$ cat src/design/lcgr_pkg.sv
package lcgr_pkg;

   localparam int LANE_COUNT = 4;
   localparam int WORD_BITS  = 32;

   typedef logic [WORD_BITS-1:0] word_type;
   typedef logic [1:0]           lane_idx_type;

   localparam word_type LANE_MUL [LANE_COUNT] = '{
      32'd214013, 32'd17405, 32'd214013, 32'd69069
   };
   localparam word_type LANE_ADD [LANE_COUNT] = '{
      32'd2531011, 32'd10395331, 32'd13737667, 32'd1
   };

   typedef struct packed {
      logic load_seed;
      logic advance;
      logic take;
      logic step;
      logic finish;
   } ctrl_cmd_type;

   typedef struct packed {
      logic lane_last;
   } ctrl_status_type;

   function automatic word_type lane_next(input word_type x, input lane_idx_type i);
      word_type prod;
      prod = x * LANE_MUL[i];
      return prod + LANE_ADD[i];
   endfunction

endpackage

$ cat src/design/lcgr_if.sv
interface lcgr_req_if;
   logic               valid;
   logic               ready;
   logic signed [31:0] low;
   logic signed [31:0] high;

   modport source (output valid, output low, output high, input ready);
   modport sink   (input valid, input low, input high, output ready);
endinterface

interface lcgr_rsp_if;
   logic               valid;
   logic               ready;
   logic signed [31:0] value;

   modport source (output valid, output value, input ready);
   modport sink   (input valid, input value, output ready);
endinterface

$ cat src/design/lcgr_ctrl.sv
module lcgr_ctrl
   import lcgr_pkg::*;
(
   input  logic            clock,
   input  logic            reset,
   input  logic            req_valid,
   output logic            req_ready,
   output logic            rsp_valid,
   input  logic            rsp_ready,
   input  logic            csr_write_enable,
   input  ctrl_status_type status,
   output ctrl_cmd_type    cmd
);

   typedef enum logic [2:0] {
      S_SEED,
      S_ADV,
      S_IDLE,
      S_DIV,
      S_FIN
   } state_type;

   state_type  state_ff, state_in;
   logic [4:0] count_ff, count_in;
   logic       rsp_valid_ff, rsp_valid_in;

   always_comb begin
      state_in     = state_ff;
      count_in     = count_ff;
      rsp_valid_in = rsp_valid_ff && !rsp_ready;
      cmd          = '0;
      req_ready    = 1'b0;
      if (csr_write_enable) begin
         state_in = S_SEED;
      end else begin
         unique case (state_ff)
            S_SEED: begin
               cmd.load_seed = 1'b1;
               state_in      = S_ADV;
            end
            S_ADV: begin
               cmd.advance = 1'b1;
               state_in    = S_IDLE;
            end
            S_IDLE: begin
               req_ready = 1'b1;
               if (req_valid) begin
                  cmd.take    = 1'b1;
                  cmd.advance = status.lane_last;
                  count_in    = '0;
                  state_in    = S_DIV;
               end
            end
            S_DIV: begin
               cmd.step = 1'b1;
               count_in = count_ff + 5'd1;
               if (count_ff == 5'd31) begin
                  state_in = S_FIN;
               end
            end
            S_FIN: begin
               if (!rsp_valid_ff || rsp_ready) begin
                  cmd.finish   = 1'b1;
                  rsp_valid_in = 1'b1;
                  state_in     = S_IDLE;
               end
            end
            default: state_in = S_SEED;
         endcase
      end
   end

   always_ff @(posedge clock) begin
      if (reset) begin
         state_ff     <= S_SEED;
         count_ff     <= '0;
         rsp_valid_ff <= 1'b0;
      end else begin
         state_ff     <= state_in;
         count_ff     <= count_in;
         rsp_valid_ff <= rsp_valid_in;
      end
   end

   assign rsp_valid = rsp_valid_ff;

endmodule

$ cat src/design/lcgr_datapath.sv
module lcgr_datapath
   import lcgr_pkg::*;
(
   input  logic               clock,
   input  logic               reset,
   input  ctrl_cmd_type       cmd,
   output ctrl_status_type    status,
   input  logic               csr_write_enable,
   input  logic [31:0]        csr_write_data,
   input  logic signed [31:0] req_low,
   input  logic signed [31:0] req_high,
   output logic signed [31:0] rsp_value
);

   word_type     seed_ff;
   word_type     lane_ff [LANE_COUNT];
   lane_idx_type idx_ff;
   word_type     low_ff;
   word_type     span_ff;
   word_type     word_ff;
   word_type     rem_ff;
   word_type     value_ff;

   logic [WORD_BITS:0] shifted;
   logic [WORD_BITS:0] diff;
   word_type           rem_in;

   // one restoring division step per cycle
   always_comb begin
      shifted = {rem_ff, word_ff[WORD_BITS-1]};
      diff    = shifted - {1'b0, span_ff};
      if (shifted >= {1'b0, span_ff}) begin
         rem_in = diff[WORD_BITS-1:0];
      end else begin
         rem_in = shifted[WORD_BITS-1:0];
      end
   end

   always_ff @(posedge clock) begin
      if (reset) begin
         seed_ff <= '0;
         idx_ff  <= '0;
      end else begin
         if (csr_write_enable) begin
            seed_ff <= csr_write_data;
         end
         if (cmd.load_seed) begin
            idx_ff <= '0;
         end else if (cmd.take) begin
            idx_ff <= idx_ff + 2'd1;
         end
      end
   end

   always_ff @(posedge clock) begin
      if (cmd.load_seed) begin
         lane_ff[0] <= seed_ff + 32'd1;
         lane_ff[1] <= seed_ff;
         lane_ff[2] <= seed_ff + 32'd1;
         lane_ff[3] <= seed_ff;
      end else if (cmd.advance) begin
         for (int i = 0; i < LANE_COUNT; i++) begin
            lane_ff[i] <= lane_next(lane_ff[i], lane_idx_type'(i));
         end
      end
      if (cmd.take) begin
         low_ff  <= word_type'(req_low);
         span_ff <= word_type'(req_high) + 32'd1 - word_type'(req_low);
         word_ff <= lane_ff[idx_ff];
         rem_ff  <= '0;
      end else if (cmd.step) begin
         word_ff <= {word_ff[WORD_BITS-2:0], 1'b0};
         rem_ff  <= rem_in;
      end
      if (cmd.finish) begin
         value_ff <= low_ff + rem_ff;
      end
   end

   assign status.lane_last = (idx_ff == 2'd3);
   assign rsp_value        = signed'(value_ff);

endmodule

$ cat src/design/four_lane_lcg_ranged_random_core.sv
// channel  | direction | payload             | handshake
// req_chan | in        | low, high (s32)     | valid/ready
// rsp_chan | out       | value (s32)         | valid/ready
// csr      | in        | seed (u32)          | write_enable
//
// A request is accepted, then runs 32 steps of the radix-2 remainder
// unit, then the result register is written. One request at a time.
// After reset or a seed write the lanes load in S_SEED, then advance in S_ADV.
// The result register holds while rsp is stalled; a new request's result waits.
module four_lane_lcg_ranged_random_core
   import lcgr_pkg::*;
(
   input  logic        clock,
   input  logic        reset,
   lcgr_req_if.sink    req_chan,
   lcgr_rsp_if.source  rsp_chan,
   input  logic        csr_write_enable,
   input  logic [31:0] csr_write_data
);

   ctrl_cmd_type    cmd;
   ctrl_status_type status;

   lcgr_ctrl u_ctrl (
      .clock            (clock),
      .reset            (reset),
      .req_valid        (req_chan.valid),
      .req_ready        (req_chan.ready),
      .rsp_valid        (rsp_chan.valid),
      .rsp_ready        (rsp_chan.ready),
      .csr_write_enable (csr_write_enable),
      .status           (status),
      .cmd              (cmd)
   );

   lcgr_datapath u_datapath (
      .clock            (clock),
      .reset            (reset),
      .cmd              (cmd),
      .status           (status),
      .csr_write_enable (csr_write_enable),
      .csr_write_data   (csr_write_data),
      .req_low          (req_chan.low),
      .req_high         (req_chan.high),
      .rsp_value        (rsp_chan.value)
   );

endmodule

$ cat src/flat_wrapper.sv
// flat-port wrapper written by rule: the top's interface ports become plain ports
module four_lane_lcg_ranged_random_core_flat import lcgr_pkg::*;
  (clock, reset, csr_write_enable, csr_write_data, req_chan_valid, req_chan_low, req_chan_high, req_chan_ready, rsp_chan_valid, rsp_chan_value, rsp_chan_ready);
  lcgr_req_if req_chan_i ();
  lcgr_rsp_if rsp_chan_i ();
  input  logic clock;
  input  logic reset;
  input  logic csr_write_enable;
  input  logic [31:0] csr_write_data;
  input wire logic [$bits(req_chan_i.valid)-1:0] req_chan_valid;
  input wire logic [$bits(req_chan_i.low)-1:0] req_chan_low;
  input wire logic [$bits(req_chan_i.high)-1:0] req_chan_high;
  output wire logic [$bits(req_chan_i.ready)-1:0] req_chan_ready;
  output wire logic [$bits(rsp_chan_i.valid)-1:0] rsp_chan_valid;
  output wire logic [$bits(rsp_chan_i.value)-1:0] rsp_chan_value;
  input wire logic [$bits(rsp_chan_i.ready)-1:0] rsp_chan_ready;
  assign req_chan_i.valid = req_chan_valid;
  assign req_chan_i.low = req_chan_low;
  assign req_chan_i.high = req_chan_high;
  assign req_chan_ready = req_chan_i.ready;
  assign rsp_chan_valid = rsp_chan_i.valid;
  assign rsp_chan_value = rsp_chan_i.value;
  assign rsp_chan_i.ready = rsp_chan_ready;
  four_lane_lcg_ranged_random_core u_core (.clock(clock), .reset(reset), .req_chan(req_chan_i), .rsp_chan(rsp_chan_i), .csr_write_enable(csr_write_enable), .csr_write_data(csr_write_data));
endmodule
$ cat config.mk
export PLATFORM = sky130hd
export DESIGN_NAME = four_lane_lcg_ranged_random_core_flat
export DESIGN_NICKNAME = d
export VERILOG_FILES = /design/src/design/lcgr_pkg.sv /design/src/design/lcgr_if.sv /design/src/design/lcgr_ctrl.sv /design/src/design/lcgr_datapath.sv /design/src/design/four_lane_lcg_ranged_random_core.sv /design/src/flat_wrapper.sv
export SDC_FILE = /design/constraint.sdc
export NUM_CORES = 2
export LEC_CHECK = 0
export ABC_AREA = 1
export BUFFER_PORTS_ARGS = -buffer_cell sky130_fd_sc_hd__buf_2
export CAP_MARGIN = 40
export CORE_ASPECT_RATIO = 1.1
export CORE_MARGIN = 5
export CORE_UTILIZATION = 42
export DETAILED_ROUTE_END_ITERATION = 10
export PLACE_DENSITY = 0.61
export SLEW_MARGIN = 20
export SYNTH_ARGS = -nofsm -noshare
export SYNTH_HDL_FRONTEND = slang
export SYNTH_SLANG_ARGS = --single-unit
$ cat constraint.sdc
create_clock -name clock -period 5.9 [get_ports clock]
set_input_delay 0.295 -clock clock [delete_from_list [all_inputs] [get_ports clock]]
set_output_delay 0.295 -clock clock [all_outputs]
set_load 0.01 [all_outputs]
==> results.toml <==
[status]
outcome = "finished clean"

[routing]
drtIter0Drc = 3144
ant_nets = 0
dr_total_vias = 44764
wl_mm = 181
avgRoutedWirePerCell_microns = 21.0
routed_via_density = 5.19
drtPass1Iterations = 6
drc = 0

[yosys]
async_flop_share_pct = 0
synth_warnings = 0
synth_edf_count = 256
synth.net_count = 8002
syn_avg_cell_area_sq_um = 8.16
synthCells = 6507
ys_types = 50
synth_ff_type = "edfxtp_1"
synth.cell_area_sq_mm = 0.0531
synth-seq-cells = 333
seq_area_frac_synth_pct = 17.4

[die]
die-area_sq_mm = 0.134
io_pins = 135
coreArea_sq_mm = 0.125
rows = 136
die_w_microns = 349
die_y_microns = 383
floorplan.initialDensity_pct = 42.4

[placement]
place_area_sq_mm = 0.0572
dpl.hpwl_mm = 157
port-buffer-count = 134
routabilityCongestion = 1.01
dp_slack_ns = -0.107

[sta]
worst_slack_ns = 0.150
min_period_ns = 5.75
finalSetupViolations = 0
clock-skew-final_ns = 0.0410
drv_slew = 0
grt_setup_unrepaired = "true"
max_freq_mhz = 174
tns_ns = 0
timing.final.crit_share_pct = 97.5
worst_pin_slew_ns = 0.891
max_slew_margin_pct = 40.0
hold_viol_final = 0

[clock_tree]
cts_max_level = 2
cts_sinks = 333
numCtsBuffers = 43
cts_tree = "done"
clockRootBuffer = "clkbuf_16"
clk_pin_slew_ns = 0.07
clk_path_buf_depth = 3
clk_latency_ns = 0.63

[worst_setup_path]
path_buf_inv = 6
critPathLaunch = "u_core.u_datapath.lane_ff[1][13]$_DFFE_PP_"
slowest_stage = "fa_1"
endpoint_kind = "register"
reg2reg_to = "u_core.u_datapath.lane_ff[1][22]$_DFFE_PP_"
start_kind = "register"
path_depth = 21
setup.worst_path.class = "reg -> reg"
crit_arrival_ns = 6.10
cpLargestDelayFamily = "adder cells"
critPathMostFrequentCell = "fa_1"
regToRegStartpoint = "u_core.u_datapath.lane_ff[1][13]$_DFFE_PP_"
ff2ff_path_depth = 21
worstPathMaxFanout = 5
cp_slowest_stage_delay_ns = 0.56
reg2reg_slack_ns = 0.15
worstPathRequired_ns = 6.25
crit_chain = "inv_1 > fa_1 > inv_1 > fa_1 > fa_1 > fa_1 > fa_1 > inv_1 > fa_1 > inv_1 > ha_2 > nand2_1 > buf_4 > nor2_1 > inv_1 > nor2_2 > nand4_1 > nand3_1 > nand2_1 > nand3_1 > o21ai_0"
cp-endpoint = "u_core.u_datapath.lane_ff[1][22]$_DFFE_PP_"

[final_layout]
fin_nets = 8424
design_area_sq_mm = 0.0598
utilization_pct = 47.7
area_delta_synth_final_pct = 12.5
drive_gt1_share_pct = 8.86

[grt]
antenna_found_initial = 12
grt-ovfl-total = 0
grt_usage_pct = 26.9
grt_max_degree = 72
grt_pass1_wl_mm = 275
grt_pass1_vias = 45924

[run]
drv_cap = 0

[worst_hold_path]
whs_path_depth = 4
hp-class = "in -> reg"
how the worst min path moves through the flow:
| stage | startpoint | end | slack, ns |
|---|---|---|---|
| 3_5_place_dp | u_core.u_ctrl.count_ff[4]$_SDFFE_PP0P_ | u_core.u_ctrl.count_ff[4]$_SDFFE_PP0P_ | 0.47 |
| 4_1_cts | req_chan_low[8] | u_core.u_datapath.low_ff[8]$_DFFE_PP_ | 0.01 |
| 2_1_floorplan | reset | u_core.u_ctrl.count_ff[1]$_SDFFE_PP0P_ | 0.36 |
| 3_3_place_gp | u_core.u_ctrl.count_ff[4]$_SDFFE_PP0P_ | u_core.u_ctrl.count_ff[4]$_SDFFE_PP0P_ | 0.46 |
| 5_1_grt | req_chan_low[8] | u_core.u_datapath.low_ff[8]$_DFFE_PP_ | 0.005 |
| 6_report | rsp_chan_ready | u_core.u_ctrl.rsp_valid$_SDFF_PP0_ | 0.04 |
layer usage:
layer / global-route usage, % / part of all wire [%]
met1: 36.4 / 43
met2: 45.4 / 48
met3: 3.11 / 5.7
met4: 8.35 / 3.6
met5: 0 / 0.0066
area by class of cell:
class | instances | area (sq um)
diodes | 1 | 2.50
clock buffers | 50 | 1120
clock inverters | 30 | 327
fillers | 12419 | 65500
inverters | 1731 | 6510
multi-input cells | 4367 | 37300
flip-flops and latches | 333 | 9230
well taps | 1656 | 2070
repair buffers | 453 | 3200
metrics by stage:
step / hold WS [ns] / std cells
after global routing: 0.00516 / 8620
after floorplan: 0.364 / 6507
final: 0.0376 / 8621
after global placement: 0.460 / 8431
after CTS: 0.0105 / 8565
after detailed placement: 0.470 / 8442
placed cells by master (no fill, tap or decap), types with 6 or more instances in the layout:
cell type | netlist | final
nor2_1 | 349 | 330
clkinvlp_4 | 0 | 7
nor2_4 | 3 | 7
nand2_2 | 6 | 10
o21ai_1 | 53 | 58
a21oi_2 | 2 | 11
ha_1 | 718 | 707
o31ai_1 | 6 | 6
a21o_1 | 30 | 30
a31oi_1 | 9 | 9
inv_1 | 1723 | 1716
o211ai_1 | 9 | 9
nand2_1 | 1024 | 1019
o21bai_1 | 36 | 34
o21ai_0 | 310 | 303
clkbuf_16 | 0 | 43
xor2_1 | 117 | 117
nand2_4 | 5 | 6
nor2_2 | 8 | 23
nand3_1 | 307 | 303
a21oi_1 | 359 | 350
or2_2 | 24 | 24
o21a_1 | 37 | 37
inv_2 | 6 | 10
fa_1 | 676 | 674
clkinv_2 | 0 | 6
nand3b_1 | 18 | 18
nor4_1 | 8 | 7
ha_2 | 0 | 9
edfxtp_1 | 256 | 256
dlygate4sd3_1 | 0 | 38
dfxtp_1 | 77 | 77
xnor2_1 | 67 | 66
o22ai_1 | 7 | 7
nor3_1 | 75 | 71
buf_2 | 22 | 143
buf_4 | 0 | 267
nand4_1 | 75 | 75
cells by family after synthesis:
family	share of synthesized area, %
AND/OR/NAND/NOR	15.3
buffers and inverters	12.9
adder cells (fa/ha/maj)	42.4
AO/OA/AOI/OAI	9.04
flip-flops	17.4
XOR/XNOR	3.03
cell usage after synthesis (all sizes together), types with 2 or more instances:
cell type | count | share of area, %
nand3 | 308 | 2.9
nor4 | 8 | 0.094
dfxtp | 77 | 2.9
a211oi | 4 | 0.057
o22ai | 8 | 0.12
clkbuf | 46 | 0.33
and2 | 5 | 0.059
ha | 718 | 17
o21bai | 36 | 0.51
o2111ai | 2 | 0.033
o211ai | 9 | 0.13
nand2 | 1035 | 7.4
a21boi | 7 | 0.099
xor2 | 117 | 1.9
edfxtp | 256 | 14
a21oi | 361 | 3.4
nand4 | 75 | 0.88
xnor2 | 67 | 1.1
buf | 30 | 0.33
fa | 676 | 25
or2 | 24 | 0.28
o21a | 37 | 0.52
nor2 | 360 | 2.6
nor3 | 76 | 0.73
clkinv | 2 | 0.014
a31o | 3 | 0.049
o31ai | 6 | 0.085
nand3b | 18 | 0.25
inv | 1729 | 12
o21ai | 364 | 3.4
a21o | 30 | 0.42
a31oi | 10 | 0.13
worst register-to-register path: cells and delay by family, from the launching register on:
kind,cells,cell delay [ns]
and+or+nand+nor,7,0.84
buffers and inverters,6,0.60
AOI/OAI and AO/OA,1,0.10
DFF,1,0.49
adders and majority gates,7,3.46
repair_timing:
item,4_1_cts,5_1_grt
pin swaps,0,4
hold endpoints to repair,40,0
buffers inserted,5,53
gates resized for setup,6,73
endpoints found under the setup margin,13,54
hold buffers,38,0
flip-flops by register name, summed over array words and instances, names as in the netlist, named ones only:
name / count
u_core.u_datapath.lane_ff: 128
u_core.u_datapath.low_ff: 32
u_core.u_datapath.rem_ff: 32
u_core.u_datapath.rsp_value: 32
u_core.u_datapath.seed_ff: 32
u_core.u_datapath.span_ff: 32
u_core.u_datapath.word_ff: 32
u_core.u_ctrl.count_ff: 5
u_core.u_ctrl.state_ff: 3
u_core.u_datapath.idx_ff: 2
u_core.u_ctrl.rsp_valid: 1
Power is left out: the tool's default activity adds up to more than one toggle a clock period on the data nets, which glitch-free logic cannot reach.
